### config.mk
export PLATFORM = sky130hd
export DESIGN_NAME = lsa_blend
export DESIGN_NICKNAME = d
export VERILOG_FILES = /design/src/lsa_pkg.sv /design/src/lsa_blend.sv
export SDC_FILE = /design/constraint.sdc
export NUM_CORES = 1
export LEC_CHECK = 0
export BUFFER_PORTS_ARGS = -buffer_cell sky130_fd_sc_hd__buf_4
export CELL_PAD_IN_SITES_DETAIL_PLACEMENT = 0
export CELL_PAD_IN_SITES_GLOBAL_PLACEMENT = 1
export CORE_MARGIN = 2
export CORE_UTILIZATION = 44
export CTS_CLUSTER_DIAMETER = 100
export DETAILED_ROUTE_END_ITERATION = 6
export PLACE_DENSITY_LB_ADDON = 0.1
export RECOVER_POWER = 100
export SLEW_MARGIN = 10
export SYNTH_ARGS = -nofsm -noshare
export SYNTH_HDL_FRONTEND = slang
export SYNTH_SLANG_ARGS = --single-unit
### constraint.sdc
create_clock -name clock -period 14.9 [get_ports clock]
set_input_delay 1.49 -clock clock [delete_from_list [all_inputs] [get_ports clock]]
set_output_delay 1.49 -clock clock [all_outputs]
set_load 0.01 [all_outputs]
### src/lsa_pkg.sv
package lsa_pkg;

   // Default configuration
   localparam int NUM_STYLES_DEF  = 64;
   localparam int MAX_PATTERN_DEF = 64;

   // Field widths
   localparam int ACTION_W = 2;
   localparam int STYLE_W  = 6;
   localparam int POS_W    = 6;
   localparam int LEVEL_W  = 5;
   localparam int LEN_W    = 7;
   localparam int FRAME_W  = 32;
   localparam int FRAC_W   = 8;
   localparam int LIGHT_W  = 10;

   // Action codes
   localparam logic [ACTION_W-1:0] ACT_WRITE_LEVEL = 2'd0;
   localparam logic [ACTION_W-1:0] ACT_SET_LENGTH  = 2'd1;
   localparam logic [ACTION_W-1:0] ACT_EVALUATE    = 2'd2;

   // Light constants
   localparam logic [LIGHT_W-1:0] UNUSED_LIGHT = 10'd264;
   localparam int                 STEP_LIGHT   = 22;
   localparam logic [LEVEL_W-1:0] TOP_LEVEL    = 5'd25;

   // Remainder unit: dividend bits retired per cycle
   localparam int MOD_DIGITS = 8;

   // Blend sum k1*(256-f) + k2*f, up to 31*256
   localparam int BLEND_SUM_W = LEVEL_W + FRAC_W;

   typedef struct packed {
      logic               start;
      logic [FRAME_W-1:0] dividend;
      logic [LEN_W-1:0]   divisor;
   } mod_req_type;

   typedef struct packed {
      logic             done;
      logic [LEN_W-1:0] rem;
   } mod_rsp_type;

   typedef struct packed {
      logic               start;
      logic [LEVEL_W-1:0] k1;
      logic [LEVEL_W-1:0] k2;
      logic [FRAC_W-1:0]  frac;
   } blend_req_type;

   typedef struct packed {
      logic               done;
      logic [LIGHT_W-1:0] value;
   } blend_rsp_type;

endpackage

### src/lsa_blend.sv
module lsa_blend (
   input  logic                   clock,
   input  logic                   reset,
   input  lsa_pkg::blend_req_type blend_req,
   output lsa_pkg::blend_rsp_type blend_rsp
);

   localparam int SUM_W   = lsa_pkg::BLEND_SUM_W;
   localparam int FRAC_W  = lsa_pkg::FRAC_W;
   localparam int LIGHT_W = lsa_pkg::LIGHT_W;
   localparam int PROD_W  = SUM_W + 1;
   localparam int SCL_W   = SUM_W + 5;

   logic [FRAC_W:0]  wgt1;
   logic [SUM_W-1:0] sum_ff;
   logic [SUM_W-1:0] sum_in;
   logic             sum_vld_ff;
   logic [SCL_W-1:0] scaled;
   logic [LIGHT_W-1:0] val_ff;
   logic             val_vld_ff;

   assign wgt1   = (FRAC_W + 1)'(1 << FRAC_W) - {1'b0, blend_req.frac};
   assign sum_in = SUM_W'(PROD_W'(blend_req.k1) * PROD_W'(wgt1)
                        + PROD_W'(blend_req.k2) * PROD_W'(blend_req.frac));
   assign scaled = SCL_W'(sum_ff) * SCL_W'(lsa_pkg::STEP_LIGHT);

   always_ff @(posedge clock) begin
      if (reset) begin
         sum_vld_ff <= 1'b0;
         val_vld_ff <= 1'b0;
      end else begin
         sum_vld_ff <= blend_req.start;
         val_vld_ff <= sum_vld_ff;
      end
   end

   always_ff @(posedge clock) begin
      if (blend_req.start) begin
         sum_ff <= sum_in;
      end
      if (sum_vld_ff) begin
         val_ff <= LIGHT_W'(scaled >> FRAC_W);
      end
   end

   assign blend_rsp.done  = val_vld_ff;
   assign blend_rsp.value = val_ff;

endmodule
==> metrics.txt, run 1 <==
outcome=finished, final reports clean; Fin Setup TNS=0 ns; syn_area_per_cell=9.65 µm²; Tightest Hold Check Type=flop to flop; vias in the first global route=3189; layout cells sized above 1=around 6.0%; maxcap violations=0; crit path DAT=between 7 and 8 ns; mapped cell area=4570 µm²; DRT Pass-1 Iters=4; Setup crit end kind=flop; hpwl dp=7850 µm; final setup skew=0.00674 ns; fmax=~130 MHz; register area share after synthesis=roughly 16%; worst reg2reg setup slack=11.69 ns; fill count=1009; Clk pin slew, worst setup/hold paths=0.09 ns; Startpoint Class=input pin; total track usage=17.4%; Slew HR=49.2%; WP data required=14.92 ns; initial antenna violation count=0; fin crit share=50.7%; Final Setup Violations=0; #FFs+latches synth=25; max-slew violation count=0; Area Growth Syn to Fin=6.85%; vias per std cell=5.00; finished layout cell area=4880 µm²; # hold bufs at CTS=0; Synth warnings=0; post-CTS setup buffers=0; DIE HEIGHT=~110 µm; share of flip-flops with an asynchronous set or reset=0%; CP max FO=12; first-pass GRT wire length=between 15000 and 20000 µm; CTS Sinks=25; Synth Instances=roughly 470; launching point of the worst reg2reg path=sum_ff[3]; CTS Buf Count=3; fin nets=about 650; Critical path origin=blend_req[0]; Post-synth EDFFs=23; largest net degree at the start of global routing=15; Initial Util=44.8%; Most used DFF post-synth=edfxtp_1; standard-cell rows=37; clock tree buffer depth=2; Placement Cell Area=4910 µm²; Core ar.=10200 µm²; gr ovfl total=0; Buffers on Ports=31; full die area=11200 µm²; 1st-iter DRT viols=between 100 and 150; clock root buffer=clkbuf_8; DRC Markers=0; RSZ-0062 raised after global routing=no; clock period minus worst slack=7.55 ns; antenna-violating nets left=0; CTS tree=built; hold_sp=sum_vld_ff; vias=3173; CP Class=input pin to flop; Worst Max-Slew Pin Slew=0.743 ns; I/O pin count=32; Routed wire per std cell=14.2 µm; Antenna Cells=0; area of the multi-input gates=3370 µm²; H-tree level count=1; Unique masters post-synth=48; Clk Latency, worst-skew pair=0.27 ns; WL final=approximately 9000 µm; GP Congestion=0.794; Sequential Area=731 µm²; Fin. Hold Viols=0; Die W=106 µm; cts repair resizes=0; Net Count, Synth=just over 600
[registers in the layout (all words and copies together), names as in the netlist]
signal / cells
sum_ff: 13
val_vld_ff: 1
sum_vld_ff: 1
val_ff: 10
[through the flow]
step / utilization, % / setup WS (ns) / instances / hold WS [ns]
after floorplan: - / 7.97 / 473 / 0.598
after global placement: 48.3 / 7.81 / 630 / 0.671
after detailed placement: 48.3 / 7.70 / 630 / 0.695
after CTS: 48.7 / 7.99 / 634 / 0.718
after global routing: 47.9 / 6.97 / 634 / 0.732
final: 47.9 / 7.35 / 634 / 0.695
[cell type report]
type                            count  area share [%]
Multi-Input combinational cell    336            69.1
Sequential cell                    25            15.0
Inverter                          102            7.85
Timing Repair Buffer               31            3.62
Tap cell                          136            3.49
Clock buffer                        4           0.923
[layer usage]
layer / vias to the layer above / wire [µm] / GRT usage, %
met4: 0 / 19 / 1.41
li1: 1553 / - / -
met1: 1573 / 4690 / 28.7
met2: 45 / 3930 / 25.5
met3: 2 / 342 / 1.73
met5: - / 0 / 0
[cells in the mapped netlist, types with 2 or more instances]
cell type	n	area [µm²]
ha_1	62	776
a21oi_1	10	50.1
clkbuf_1	6	22.5
nand2b_1	2	12.5
nor3_1	7	35.0
nand3_1	5	25.0
a31oi_1	3	18.8
edfxtp_1	23	691
nor2b_1	7	43.8
a221oi_1	2	17.5
nand4_1	5	31.3
dfxtp_1	2	40.0
a21o_1	4	30.0
fa_1	66	1320
and2_1	44	275
nand2_1	41	154
nor4_1	2	12.5
xor2_1	5	43.8
and2_2	6	45.0
nor2_1	12	45.0
inv_1	102	383
xnor2_1	20	175
buf_2	2	10.0
o21ai_0	8	40.0
a211oi_1	4	30.0
[cells in the final DEF, fill, tap and decap left out, types with 10 or more instances in the layout]
cell type	instances
and2_1	43
xnor2_1	20
inv_1	102
nand2_1	41
a21oi_1	10
fa_1	66
nor2_1	12
clkbuf_1	16
edfxtp_1	23
buf_4	16
ha_1	62
[critical path, stage by stage]
cell and delay (ns):
clkbuf_1 0.21, inv_1 0.11, ha_1 0.18, or3b_1 0.47, nor3_1 0.21, xnor2_1 0.26
nand2_1 0.13, fa_1 0.49, inv_1 0.05, fa_1 0.51, fa_1 0.44, fa_1 0.54
inv_1 0.05, fa_1 0.53, inv_1 0.04, ha_1 0.24, or3_2 0.49, a2111oi_0 0.69
o31ai_1 0.15, a21oi_1 0.20, xnor2_1 0.08
[cells by family after synthesis]
logic type | count (synthesis) | share of synthesized area, %
and+or+nand+nor | 140 | 16.8
xor gates and xnor gates | 26 | 5.15
adders and majority gates | 128 | 45.9
buffers and inverters | 112 | 9.56
AOI/OAI and AO/OA | 42 | 6.52
DFF | 25 | 16.0
[final timing paths]
kind                                   end  cells past startpoint
worst max register to register   val_ff[7]                     10
worst min-delay path             val_ff[7]                      0
worst max-delay path            sum_ff[11]                     21
worst min register to register   val_ff[7]                      0
Power of run 1 is left out: the tool's default activity adds up to more than one toggle a clock period on the data nets, which glitch-free logic cannot reach.
==> run 2: changes to the inputs <==
==> constraint.sdc (replaced) <==
create_clock -name clock -period 6.2 [get_ports clock]
set_input_delay 0.62 -clock clock [delete_from_list [all_inputs] [get_ports clock]]
set_output_delay 0.62 -clock clock [all_outputs]
set_load 0.01 [all_outputs]
==> metrics.txt, run 2 (same netlist as run 1, synthesis figures left out) <==
largest net degree at the start of global routing=15; DRT Pass-1 Iters=4; outcome=finished, final reports clean; DIE HEIGHT=106 µm; cts repair resizes=0; worst hold path stage count=2; maxcap violations=0; Post-Place Worst Slack=-0.0241 ns; CP max FO=4; final setup skew=0.00144 ns; hold_sp=reset; Antenna Cells=0; DRC Markers=0; Worst Path Buf+Inv=5; full die area=roughly 11000 µm²; fin nets=659; reg-to-reg endpoint=val_ff[7]; clock period minus worst slack=5.89 ns; Slew HR=49.7%; hpwl dp=a little under 8000 µm; Crit path depth=21; max-slew violation count=0; clock tree buffer depth=2; Final Setup Violations=0; top flop regs=sum_ff: 13 flops, val_ff: 10 flops; Die W=106 µm; Clk Latency, worst-skew pair=0.26 ns; clock root buffer=clkbuf_8; WL final=slightly above 9000 µm; Crit path max-delay family=adder cells; Worst path slowest cell=fa_1; # hold bufs at CTS=0; layout cells sized above 1=9.63%; CP most frequent cell=fa_1; CTS Sinks=25; GP Congestion=0.782; fin crit share=95.0%; WP data required=6.22 ns; slowest stage delay, CP=0.54 ns; Routed wire per std cell=14.1 µm; first-pass GRT wire length=about 16000 µm; Tightest Hold Check Type=input pin to flop; setup ws final=0.311 ns; initial antenna violation count=0; CP Cell Sequence=clkbuf_4 > inv_1 > ha_1 > or3b_4 > nor3_2 > xnor2_2 > nand2_1 > fa_1 > inv_1 > fa_1 > fa_1 > fa_1 > inv_1 > fa_1 > inv_1 > ha_1 > or3_4 > a2111oi_4 > o31ai_1 > a21oi_1 > xnor2_1; antenna-violating nets left=0; vias in the first global route=3160; post-CTS setup buffers=0; CP Class=input pin to flop; total track usage=17.2%; max reg flops=13; Worst Max-Slew Pin Slew=0.755 ns; gr ovfl total=0; standard-cell rows=37; Buffers on Ports=31; register name with the most flops=sum_ff; crit path DAT=5.91 ns; vias=3185; 1st-iter DRT viols=110; commonest non-fill, non-tap cell in the layout=inv_1; R2R depth=10; Fin. Hold Viols=0; Area Growth Syn to Fin=9.78%; CTS tree=built; H-tree level count=1; CTS Buf Count=3; worst reg2reg setup slack=about 3 ns; launching point of the worst reg2reg path=sum_ff[3]; WHS Endpoint=sum_vld_ff; Startpoint Class=input pin; I/O pin count=32; Setup crit end kind=flop; RSZ-0062 raised after global routing=no; fmax=170 MHz; commonest non-fill, non-tap cells in the layout=inv_1 (102), fa_1 (66), ha_1 (62), and2_1 (42), nand2_1 (41); Initial Util=44.8%; Fin Setup TNS=0 ns; Core ar.=roughly 10000 µm²; vias per std cell=4.94; Clk pin slew, worst setup/hold paths=0.08 ns; WHS=a little over 0.5 ns
-- run 2: final cells by class --
type | count | area [µm²]
fill | 1004 | 5170
timing repair buffer | 42 | 267
multi-input combinational | 336 | 3420
clock inverter | 1 | 5.00
clock buffer | 3 | 41.3
inverter | 102 | 383
sequential | 25 | 731
tap | 136 | 170
-- run 2: per-layer routing --
| layer | vias up | track usage (%) | share of wire [%] | wire length [µm] |
|---|---|---|---|---|
| met5 | - | 0 | 0 | 0 |
| met4 | 0 | 0.846 | 0.25 | 23 |
| met3 | 2 | 2.35 | 3.6 | 330 |
| met2 | 51 | 25.1 | 43 | 3860 |
| met1 | 1551 | 28.3 | 54 | 4860 |
| li1 | 1581 | - | - | - |
-- run 2: per-stage QoR --
stage                     instances  util, %  instance area (µm²)
final                           645     49.2                 5010
after global routing            645     49.2                 5010
after CTS                       645     49.5                 5040
after detailed placement        641     49.1                 5000
after global placement          641     49.1                 5000
after floorplan                 473        -                 4570
-- run 2: worst max-delay path by stage --
| stage | from | to | slack (ns) |
|---|---|---|---|
| 4_1_cts | blend_req[0] | sum_ff[11] | 0.24 |
| 3_3_place_gp | blend_req[0] | sum_ff[11] | 0.06 |
| 3_5_place_dp | blend_req[0] | sum_ff[11] | -0.02 |
| 2_1_floorplan | blend_req[0] | sum_ff[11] | 0.14 |
| 6_report | blend_req[0] | sum_ff[11] | 0.31 |
| 5_1_grt | blend_req[0] | sum_ff[11] | 0.07 |
-- run 2: worst reg2reg max path, cell delays in order, from the launching register on --
cell	delay, ns
edfxtp_1	0.45
ha_1	0.31
inv_1	0.05
fa_1	0.49
inv_1	0.04
ha_1	0.26
o21ai_0	0.12
a221o_1	0.42
o21ai_0	0.43
o221ai_1	0.24
xnor2_1	0.17
Power of run 2 is left out for the same reason.
