[config.mk]
export PLATFORM = sky130hd
export DESIGN_NAME = lsa_mod_unit
export DESIGN_NICKNAME = d
export VERILOG_FILES = /design/src/lsa_pkg.sv /design/src/lsa_mod_unit.sv
export SDC_FILE = /design/constraint.sdc
export NUM_CORES = 1
export LEC_CHECK = 0
export BUFFER_PORTS_ARGS = -buffer_cell sky130_fd_sc_hd__buf_2
export CAP_MARGIN = 10
export CORE_MARGIN = 2
export CORE_UTILIZATION = 52
export DETAILED_ROUTE_END_ITERATION = 10
export PLACE_DENSITY_LB_ADDON = 0.2
export REMOVE_ABC_BUFFERS = 1
export SLEW_MARGIN = 25
export SYNTH_ARGS = -nofsm -noshare
export SYNTH_HDL_FRONTEND = slang
export SYNTH_SLANG_ARGS = --single-unit
[constraint.sdc]
create_clock -name clock -period 17.85 [get_ports clock]
set_input_delay 0 -clock clock [delete_from_list [all_inputs] [get_ports clock]]
set_output_delay 0 -clock clock [all_outputs]
set_load 0.01 [all_outputs]
[src/lsa_pkg.sv]
package lsa_pkg;

   // Default configuration
   localparam int NUM_STYLES_DEF  = 64;
   localparam int MAX_PATTERN_DEF = 64;

   // Field widths
   localparam int ACTION_W = 2;
   localparam int STYLE_W  = 6;
   localparam int POS_W    = 6;
   localparam int LEVEL_W  = 5;
   localparam int LEN_W    = 7;
   localparam int FRAME_W  = 32;
   localparam int FRAC_W   = 8;
   localparam int LIGHT_W  = 10;

   // Action codes
   localparam logic [ACTION_W-1:0] ACT_WRITE_LEVEL = 2'd0;
   localparam logic [ACTION_W-1:0] ACT_SET_LENGTH  = 2'd1;
   localparam logic [ACTION_W-1:0] ACT_EVALUATE    = 2'd2;

   // Light constants
   localparam logic [LIGHT_W-1:0] UNUSED_LIGHT = 10'd264;
   localparam int                 STEP_LIGHT   = 22;
   localparam logic [LEVEL_W-1:0] TOP_LEVEL    = 5'd25;

   // Remainder unit: dividend bits retired per cycle
   localparam int MOD_DIGITS = 8;

   // Blend sum k1*(256-f) + k2*f, up to 31*256
   localparam int BLEND_SUM_W = LEVEL_W + FRAC_W;

   typedef struct packed {
      logic               start;
      logic [FRAME_W-1:0] dividend;
      logic [LEN_W-1:0]   divisor;
   } mod_req_type;

   typedef struct packed {
      logic             done;
      logic [LEN_W-1:0] rem;
   } mod_rsp_type;

   typedef struct packed {
      logic               start;
      logic [LEVEL_W-1:0] k1;
      logic [LEVEL_W-1:0] k2;
      logic [FRAC_W-1:0]  frac;
   } blend_req_type;

   typedef struct packed {
      logic               done;
      logic [LIGHT_W-1:0] value;
   } blend_rsp_type;

endpackage

[src/lsa_mod_unit.sv]
module lsa_mod_unit (
   input  logic                 clock,
   input  logic                 reset,
   input  lsa_pkg::mod_req_type mod_req,
   output lsa_pkg::mod_rsp_type mod_rsp
);

   localparam int FRAME_W = lsa_pkg::FRAME_W;
   localparam int LEN_W   = lsa_pkg::LEN_W;
   localparam int STEPS   = lsa_pkg::MOD_DIGITS;
   localparam int CYCLES  = FRAME_W / STEPS;
   localparam int CNT_W   = (CYCLES > 1) ? $clog2(CYCLES) : 1;

   logic [FRAME_W-1:0] dvd_ff;
   logic [LEN_W-1:0]   div_ff;
   logic [LEN_W-1:0]   rem_ff;
   logic [LEN_W-1:0]   rem_in;
   logic [CNT_W-1:0]   cnt_ff;
   logic               busy_ff;
   logic               done_ff;

   // Restoring remainder, STEPS dividend bits per cycle
   always_comb begin
      logic [LEN_W:0]   t;
      logic [LEN_W-1:0] r;
      r = rem_ff;
      for (int i = 0; i < STEPS; i++) begin
         t = {r, dvd_ff[FRAME_W-1-i]};
         if (t >= {1'b0, div_ff}) begin
            t = t - {1'b0, div_ff};
         end
         r = t[LEN_W-1:0];
      end
      rem_in = r;
   end

   always_ff @(posedge clock) begin
      if (reset) begin
         busy_ff <= 1'b0;
         done_ff <= 1'b0;
         cnt_ff  <= '0;
      end else begin
         done_ff <= 1'b0;
         if (mod_req.start) begin
            dvd_ff  <= mod_req.dividend;
            div_ff  <= mod_req.divisor;
            rem_ff  <= '0;
            cnt_ff  <= '0;
            busy_ff <= 1'b1;
         end else if (busy_ff) begin
            dvd_ff <= dvd_ff << STEPS;
            rem_ff <= rem_in;
            cnt_ff <= cnt_ff + 1'b1;
            if (cnt_ff == CNT_W'(CYCLES - 1)) begin
               busy_ff <= 1'b0;
               done_ff <= 1'b1;
            end
         end
      end
   end

   assign mod_rsp.done = done_ff;
   assign mod_rsp.rem  = rem_ff;

endmodule

==> results of run 1 <==
-- metal layers --
layer | part of all wire [%] | GRT usage (%) | routed length, um | up-vias
met1 | 42 | 29.0 | 5160 | 1986
met4 | 2.5 | 8.91 | 306 | 0
met2 | 52 | 44.5 | 6340 | 99
met3 | 3.3 | 2.51 | 401 | 28
met5 | 0 | 0 | 0 | -
li1 | - | - | - | 2108
-- metrics by stage --
stage | instances | hold slack (ps) | instance area [um2] | utilization [%] | setup slack, ps
after floorplan | 501 | 76.2 | 5030 | - | 2750
after global placement | 687 | 178 | 5480 | 56.9 | 940
after detailed placement | 687 | 179 | 5480 | 56.9 | 540
after CTS | 735 | 361 | 6000 | 62.3 | 424
after global routing | 745 | 400 | 6140 | 63.7 | 13.6
final | 745 | 371 | 6140 | 63.7 | 1200
-- Yosys cell counts (3+ instances only) --
cell and count:
xnor2_1 18, xor2_1 10, ha_1 57, nor3b_1 3
o211ai_1 5, a21oi_1 24, a21o_1 19, inv_1 42
o21ai_0 24, edfxtp_1 46, nor2_1 28, nand4_1 8
mux2_2 46, or3_1 4, dfxtp_1 4, nor2b_1 11
a21boi_0 5, nand2b_1 5, o2111ai_1 4, clkbuf_1 5
o21a_1 8, fa_1 8, mux2i_1 16, nand3b_1 5
nand3_1 6, nor3_1 13, buf_6 3, and2_1 11
a31oi_1 3, nand2_1 20
-- how the worst max path moves through the flow --
stage	start	endpoint	slack, ps
floorplan	div_ff[1]	rem_ff[2]	2750
global placement	div_ff[1]	rem_ff[4]	940
detailed placement	div_ff[1]	rem_ff[6]	540
CTS	div_ff[1]	rem_ff[6]	420
global route	div_ff[6]	rem_ff[6]	10
finish	div_ff[6]	rem_ff[6]	1200
-- critical path: cells and delay by family, from the launching register on --
family,cells,cell delay (ps)
adders and majority gates,8,2910
buffers and inverters,3,550
muxes,9,2770
and+or+nand+nor,14,2510
AOI/OAI and AO/OA,31,7250
DFF,1,390
-- what timing repair did --
| action | CTS | global route |
|---|---|---|
| setup buffers | 0 | 9 |
| hold buffers | 40 | 0 |
| setup endpoints to repair | 0 | 7 |
| resized for setup | 0 | 10 |
| endpoints found under the hold margin | 43 | 0 |
-- area by class of cell --
| type | count | area [um2] | area share [%] |
|---|---|---|---|
| flip-flops and latches | 50 | 1460 | 23.8 |
| clock buffers | 5 | 68.8 | 1.12 |
| multi-input cells | 409 | 3460 | 56.3 |
| well taps | 133 | 166 | 2.71 |
| inverters | 42 | 165 | 2.69 |
| repair buffers | 103 | 771 | 12.6 |
| clock inverters | 3 | 47.5 | 0.774 |
-- state kept, by name, summed over array words and instances (netlist names) --
register	cells
busy_ff	1
cnt_ff	2
div_ff	7
done_ff	1
dvd_ff	32
rem_ff	7
-- kinds of logic after synthesis --
family | share of synthesized area (%)
AO/OA/AOI/OAI | 17.1
XOR/XNOR | 4.81
adder cells (fa/ha/maj) | 17.1
buffers and inverters | 4.27
flip-flops | 28.7
multiplexers | 14.3
AND/OR/NAND/NOR | 13.7
==> metrics.md, run 1 <==
| Metric | Value |
|---|---|
| HP Start | mod_req[39] |
| Critical Path RT | 17890 ps |
| Initial antenna violation count | 0 |
| Distinct cells, synth | 68 |
| Hold endpoint | busy_ff |
| Routed wire per std cell | 16.4 um |
| Layout area overhead | 20.5% |
| RSZ-0062 raised after global routing | no |
| Share of cells above drive strength 1 | 23.2% |
| Total grt overflow | 0 |
| GRT Overall Usage | 24.2% |
| Fill cells | 813 |
| Die height | 103 um |
| CTS Root Cell | clkbuf_8 |
| Number of port buffers | 49 |
| Critical-path top delay cell | ha_1 |
| Worst Max-Slew Pin Slew | 861 ps |
| Final worst-path cycle share | 93.3% |
| Min Tclk post-route | 16650 ps |
| Synthesized area | 5090 um2 |
| 1st-pass router iterations | 4 |
| Clock buffer count from CTS | 5 |
| Max-cap viol count | 0 |
| Fin Clk Skew | 11.8 ps |
| Start of the worst register-to-register path | div_ff[6] |
| Setup CP Type | reg -> reg |
| Synth top area share | 27.1% |
| Number of global-route vias before repair | 4316 |
| Setup TNS | 0 ps |
| Endpoint type of the worst setup path | flip-flop |
| Setup violations, final | 0 |
| DRT antenna net count | 0 |
| Starting Density | 52.9% |
| Crit-path most repeated cell | ha_1 |
| Max-slew violation count | 0 |
| WHS Path Cells | 3 |
| Avg Cell Area, Syn | 9.99 um2 |
| CTS tree | built |
| Iter 0 DRT Violations | 136 |
| Relative slew slack | 42.6% |
| Post-synthesis cell count | 510 |
| Final wirelength | 12.2 mm |
| Dpl hpwl | 8.80 mm |
| Core region area | 9640 um2 |
| Clock Pin Slew Worst Setup and Hold Paths | 90 ps |
| Dominant synthesized flop cell | edfxtp_1 |
| Seq cells post-synth | 50 |
| DIE AREA | 10600 um2 |
| Fraction of registers with async set/reset | 0% |
| Die width | 103 um |
| Reg2Reg Setup Slack | 1200 ps |
| First-pass GRT wire length | 20.0 mm |
| Outcome | complete, no violations |
| Critical path's largest stage delay | 460 ps |
| Hold/Removal Path Class | in -> reg |
| Num ports | 50 |
| CTS Buffer Depth | 2 |
| Synth area leaders | edfxtp_1 (27%), ha_1 (14%), mux2_2 (10%), fa_1 (3.1%), mux2i_1 (3.1%) |
| Vias/cell | 5.67 |
| Routed vias | 4221 |
| Commonest non-fill, non-tap cell in the layout | ha_1 |
| Final Hold Fails | 0 |
| Largest net degree at the start of global routing | 46 |
| Crit path max fanout | 12 |
| Worst reg2reg path depth | 65 |
| Crit path DAT | 16690 ps |
| Post-synth EDFFs | 46 |
| Most frequent cells in the layout | ha_1 (57), buf_2 (49), mux2_2 (46), edfxtp_1 (46) |
| Antenna diodes | 0 |
| # DRC | 0 |
| Post-synthesis sequential area ratio | 28.7% |
| Final net count | 718 |
| CTS sink cnt | 50 |
| Yosys warns | 0 |
| Routability Congestion | 0.897 |
| Worst skew pair latency | 320 ps |
| FMAX | 60.1 MHz |
| Synth area leader | edfxtp_1 |
| Reg-to-reg endpoint | rem_ff[6] |
| CP startpoint kind | flip-flop |
| H-tree levels | 2 |
| Std-Cell Rows | 36 |
Power of run 1 is left out: the tool's default activity adds up to more than one toggle a clock period on the data nets, which glitch-free logic cannot reach.
==> inputs of run 2 (changes only) <==
Clock period 17.85 ns to 18.5 ns, I/O delays scaled along.
==> metrics.md, run 2 (synthesized netlist as in run 1, its figures left out) <==
| Metric | Value |
|---|---|
| Outcome | complete, no violations (unchanged) |
| Most frequent cells in the layout | ha_1 (57), buf_2 (49), mux2_2 (46), edfxtp_1 (46), inv_1 (41) (was ha_1 (57), buf_2 (49), mux2_2 (46), edfxtp_1 (46)) |
| Routed wl met2 | 5.85 mm (was 6.34 mm) |
| Worst Max-Slew Pin Slew | 855 ps (was 861 ps) |
| FMAX | 58.4 MHz (was 60.1 MHz) |
| Layout area overhead | 17.9% (was 20.5%) |
| GRT Overall Usage | 23.7% (was 24.2%) |
| Hold WS | 3.05 ps (was 371 ps) |
| Commonest non-fill, non-tap cell in the layout | ha_1 (unchanged) |
| Number of global-route vias before repair | 4322 (was 4316) |
| Crit path buffers/inverters | 3 (unchanged) |
| Core region area | 9640 um2 (unchanged) |
| Setup CP Type | reg -> reg (unchanged) |
| CTS sink cnt | 50 (unchanged) |
| Max-cap viol count | 0 (unchanged) |
| Num ports | 50 (unchanged) |
| Critical path's largest stage delay | 500 ps (was 460 ps) |
| Iter 0 DRT Violations | 107 (was 136) |
| CP startpoint kind | flip-flop (unchanged) |
| Reg-to-reg endpoint | rem_ff[4] (was rem_ff[6]) |
| # DRC | 0 (unchanged) |
| Vias/cell | 5.73 (was 5.67) |
| Final net count | 708 (was 718) |
| First-pass GRT wire length | 19.7 mm (was 20.0 mm) |
| Reg2Reg Setup Slack | 1390 ps (was 1200 ps) |
| WHS Path Cells | 2 (was 3) |
| Largest net degree at the start of global routing | 46 (unchanged) |
| Die width | 103 um (unchanged) |
| 1st-pass router iterations | 4 (unchanged) |
| Hold/Removal Path Class | in -> reg (unchanged) |
| Antenna diodes | 0 (unchanged) |
| Metal-1 WL | 5.13 mm (was 5.16 mm) |
| CTS Buffer Depth | 2 (unchanged) |
| Fin Clk Skew | 6.11 ps (was 11.8 ps) |
| Final wirelength | 12.0 mm (was 12.2 mm) |
| CTS Root Cell | clkbuf_8 (unchanged) |
| Critical Path RT | 18530 ps (was 17890 ps) |
| Clock buffer count from CTS | 5 (unchanged) |
| Die height | 103 um (unchanged) |
| Critical-path top delay cell | or3_1 (was ha_1) |
| Worst skew pair latency | 300 ps (was 320 ps) |
| Dpl hpwl | 8.81 mm (was 8.80 mm) |
| Share of cells above drive strength 1 | 21.6% (was 23.2%) |
| Max-slew violation count | 0 (unchanged) |
| Crit path DAT | 17140 ps (was 16690 ps) |
| Largest registers | dvd_ff x32, div_ff x7, rem_ff x7 (unchanged) |
| Total grt overflow | 0 (unchanged) |
| Initial antenna violation count | 0 (unchanged) |
| Routed vias | 4210 (was 4221) |
| Worst reg2reg path depth | 65 (unchanged) |
| Top sig layer | met4 (unchanged) |
| Setup TNS | 0 ps (unchanged) |
| WL met3 | 604 um (was 401 um) |
| Flip-flop count of the largest register after layout | 32 (unchanged) |
| Crit path max fanout | 12 (unchanged) |
| RSZ-0062 raised after global routing | no (unchanged) |
| Final worst-path cycle share | 92.5% (was 93.3%) |
| Endpoint type of the worst setup path | flip-flop (unchanged) |
| Min Tclk post-route | 17110 ps (was 16650 ps) |
| Family with the most delay on the worst path | compound AO/OA/AOI/OAI gates (unchanged) |
| Starting Density | 52.9% (unchanged) |
| Clock Pin Slew Worst Setup and Hold Paths | 90 ps (about the same) |
| Final Hold Fails | 0 (unchanged) |
| Number of port buffers | 49 (unchanged) |
| Std-Cell Rows | 36 (unchanged) |
| Hold endpoint | dvd_ff[29] (was busy_ff) |
| Routability Congestion | 1.02 (was 0.897) |
| Most flops, register | dvd_ff (unchanged) |
| HP Start | mod_req[36] (was mod_req[39]) |
| Setup violations, final | 0 (unchanged) |
| DIE AREA | 10600 um2 (unchanged) |
| CTS tree | built (unchanged) |
| H-tree levels | 2 (unchanged) |
| Start of the worst register-to-register path | div_ff[3] (was div_ff[6]) |
| Relative slew slack | 43.0% (was 42.6%) |
| DRT antenna net count | 0 (unchanged) |
| Routed wire per std cell | 16.4 um (about the same) |
[run 2: cell count changes in the layout (fill, tap and decap cells not counted), moves of 2 or more]
cell | previous run | this run
buf_4 | 13 | 8
dlygate4sd3_1 | 40 | 35
mux2i_2 | 2 | 0
mux2i_1 | 14 | 16
[run 2: worst max path at each step]
| stage | start | endpoint | cells after the start |
|---|---|---|---|
| after floorplan | div_ff[1] | rem_ff[2] | 65 |
| after global placement | div_ff[1] | rem_ff[3] | 66 |
| after detailed placement | div_ff[1] | rem_ff[4] | 66 |
| after CTS | div_ff[1] | rem_ff[4] | 66 |
| after global routing | div_ff[3] | rem_ff[5] | 65 |
| final | div_ff[3] | rem_ff[4] | 65 |
[run 2: stage by stage]
stage                     std cells  area [um2]  utilization [%]  worst slack, ps
after CTS                       725        5910             61.3             1050
after detailed placement        683        5450             56.6             1130
after global routing            735        6010             62.3              121
final                           735        6010             62.3             1390
after floorplan                 501        5030                -             3400
after global placement          683        5450             56.6             1600
[run 2: area by class of cell]
type	count	area, um2
clock buffer	5	68.8
clock inverter	3	43.8
fill	816	3630
inverter	42	161
multi-input combinational	409	3420
sequential	50	1460
tap	133	166
timing repair buffer	93	683
[run 2: metal layers]
layer,track usage [%],vias up
met4,12.0,0
met5,0,-
li1,-,2090
met3,4.20,42
met1,27.6,1952
met2,41.8,126
[run 2: timing repair]
action	CTS	global route
hold buffers	34	1
setup buffers	0	8
endpoints found under the hold margin	37	1
gates resized for setup	0	2
endpoints found under the setup margin	0	7
Power of run 2 is left out for the same reason.
==> inputs of run 3 (changes only) <==
Settings changed: CTS_BUF_LIST from default to sky130_fd_sc_hd__clkbuf_16.
==> metrics.md, run 3 (synthesized netlist as in run 1, its figures left out) <==
| Metric | Value |
|---|---|
| Outcome | complete, no violations (unchanged) |
| Flip-flop count of the largest register after layout | 32 (unchanged) |
| Fill cells | 830 (was 816) |
| DRT antenna net count | 0 (unchanged) |
| Max-cap viol count | 0 (unchanged) |
| Reg2Reg Setup Slack | 1440 ps (was 1390 ps) |
| 1st-pass router iterations | 5 (was 4) |
| Final Hold Fails | 0 (unchanged) |
| Setup WS post-layout | 1440 ps (was 1390 ps) |
| CTS Root Cell | clkbuf_16 (was clkbuf_8) |
| Die height | 103 um (unchanged) |
| Relative slew slack | 44.2% (was 43.0%) |
| Setup crit start | div_ff[3] (unchanged) |
| Number of port buffers | 49 (unchanged) |
| Final net count | 685 (was 708) |
| CTS Buffer Depth | 2 (unchanged) |
| Dpl hpwl | 8.81 mm (unchanged) |
| CTS tree | built (unchanged) |
| Worst skew pair latency | 280 ps (was 300 ps) |
| Crit path max fanout | 12 (unchanged) |
| GR peak layer | met2 (unchanged) |
| Worst reg2reg path depth | 65 (unchanged) |
| Routed wire per std cell | 16.5 um (was 16.4 um) |
| FMAX | 58.6 MHz (was 58.4 MHz) |
| Most flops, register | dvd_ff (unchanged) |
| H-tree levels | 2 (unchanged) |
| Fin area | 5830 um2 (was 6010 um2) |
| Layout area overhead | 14.4% (was 17.9%) |
| RSZ-0062 raised after global routing | no (unchanged) |
| Largest net degree at the start of global routing | 46 (unchanged) |
| Clock Pin Slew Worst Setup and Hold Paths | 70 ps (was 90 ps) |
| Routability Congestion | 1.02 (unchanged) |
| Core region area | 9640 um2 (unchanged) |
| Hold/Removal Path Class | in -> reg (unchanged) |
| Commonest non-fill, non-tap cell in the layout | ha_1 (unchanged) |
| Share of cells above drive strength 1 | 22.3% (was 21.6%) |
| Critical-path top delay cell | or3_1 (unchanged) |
| Min Tclk post-route | 17060 ps (was 17110 ps) |
| M1 GR Usage | 28.0% (was 27.6%) |
| Setup CP Type | reg -> reg (unchanged) |
| Critical path's largest stage delay | 500 ps (about the same) |
| Fin Clk Skew | 3.86 ps (was 6.11 ps) |
| Crit-path most repeated cell | ha_1 |
| Largest registers | dvd_ff x32, div_ff x7, rem_ff x7 (unchanged) |
| Critical Path Stages | 65 (unchanged) |
| Vias/cell | 5.81 (was 5.73) |
| Std-Cell Rows | 36 (unchanged) |
| HP Start | mod_req[11] (was mod_req[36]) |
| Final wirelength | 11.7 mm (was 12.0 mm) |
| Final worst-path cycle share | 92.2% (was 92.5%) |
| Total grt overflow | 0 (unchanged) |
| Clock buffer count from CTS | 5 (unchanged) |
| Iter 0 DRT Violations | 112 (was 107) |
| Worst Max-Slew Pin Slew | 838 ps (was 855 ps) |
| Crit path DAT | 17060 ps (was 17140 ps) |
| Family with the most delay on the worst path | compound AO/OA/AOI/OAI gates (unchanged) |
| Antenna diodes | 0 (unchanged) |
| # DRC | 0 (unchanged) |
| Grt met3 use | 3.66% (was 4.20%) |
| DIE AREA | 10600 um2 (unchanged) |
| Area after DPL | 5450 um2 (unchanged) |
| First-pass GRT wire length | 19.2 mm (was 19.7 mm) |
| Pre-CTS WS | 1130 ps (unchanged) |
| Max-slew violation count | 0 (unchanged) |
| CP startpoint kind | flip-flop (unchanged) |
| Number of global-route vias before repair | 4222 (was 4322) |
| Endpoint type of the worst setup path | flip-flop (unchanged) |
| Num ports | 50 (unchanged) |
| Multi-input logic area | 3420 um2 (unchanged) |
| Crit path buffers/inverters | 3 (unchanged) |
| Hold WS | 4.39 ps (was 3.05 ps) |
| Reg-to-reg endpoint | rem_ff[5] (was rem_ff[4]) |
| Start of the worst register-to-register path | div_ff[3] (unchanged) |
| Reg area | 1460 um2 (unchanged) |
| Die width | 103 um (unchanged) |
| GRT Overall Usage | 23.0% (was 23.7%) |
| Starting Density | 52.9% (unchanged) |
| Initial antenna violation count | 0 (unchanged) |
| Setup violations, final | 0 (unchanged) |
| Met2 Use GR | 40.6% (was 41.8%) |
| Most frequent cells in the layout | ha_1 (57), buf_2 (49), mux2_2 (46), edfxtp_1 (46), inv_1 (42) (was ha_1 (57), buf_2 (49), mux2_2 (46), edfxtp_1 (46), inv_1 (41)) |
| Routed vias | 4140 (was 4210) |
| Setup TNS | 0 ps (unchanged) |
| Critical Path RT | 18510 ps (was 18530 ps) |
| CTS sink cnt | 50 (unchanged) |
| Setup crit end | rem_ff[5] (was rem_ff[4]) |
-- run 3: changes by cell type in the layout (fill, tap and decap cells not counted) --
cell           before  now
dlygate4sd3_1      35   12
clkbuf_16           0    5
clkbuf_8            5    0
clkinvlp_4          1    0
inv_1              41   42
-- run 3: metrics by stage --
| stage | utilization, % | cells |
|---|---|---|
| 6_report | 60.5 | 712 |
| 5_1_grt | 60.5 | 712 |
| 4_1_cts | 59.6 | 703 |
| 3_5_place_dp | 56.6 | 683 |
| 3_3_place_gp | 56.6 | 683 |
| 2_1_floorplan | - | 501 |
-- run 3: per-layer routing --
metal	up-vias	wire, um
met4	0	351
li1	2041	-
met1	1967	5120
met3	30	502
met2	102	5740
met5	-	0
-- run 3: area by class of cell --
type	instances	area share, %
Multi-Input combinational cell	409	58.7
Clock buffer	5	2.15
Sequential cell	50	25.1
Clock inverter	3	0.751
Timing Repair Buffer	70	7.77
Inverter	42	2.70
Tap cell	133	2.85
-- run 3: worst min path at each step --
| stage | endpoint | cells past startpoint |
|---|---|---|
| finish | dvd_ff[4] | 2 |
| global route | dvd_ff[6] | 2 |
| CTS | dvd_ff[4] | 2 |
| detailed placement | div_ff[3] | 1 |
| global placement | div_ff[3] | 1 |
| floorplan | done_ff | 1 |
-- run 3: what timing repair did --
| action | 4_1_cts | 5_1_grt |
|---|---|---|
| hold buffers | 12 | 0 |
| setup endpoints to repair | 0 | 7 |
| hold endpoints to repair | 15 | 0 |
| setup buffers | 0 | 8 |
| gates resized for setup | 0 | 1 |
-- run 3: worst register-to-register path: cells and delay by family, from the launching register on --
kind                     cells  cell delay, ps
AO/OA/AOI/OAI               33            7790
adder cells (fa/ha/maj)      8            2870
multiplexers                 9            2840
AND/OR/NAND/NOR             12            2220
buffers and inverters        3             690
flip-flops                   1             360
Power of run 3 is left out for the same reason.
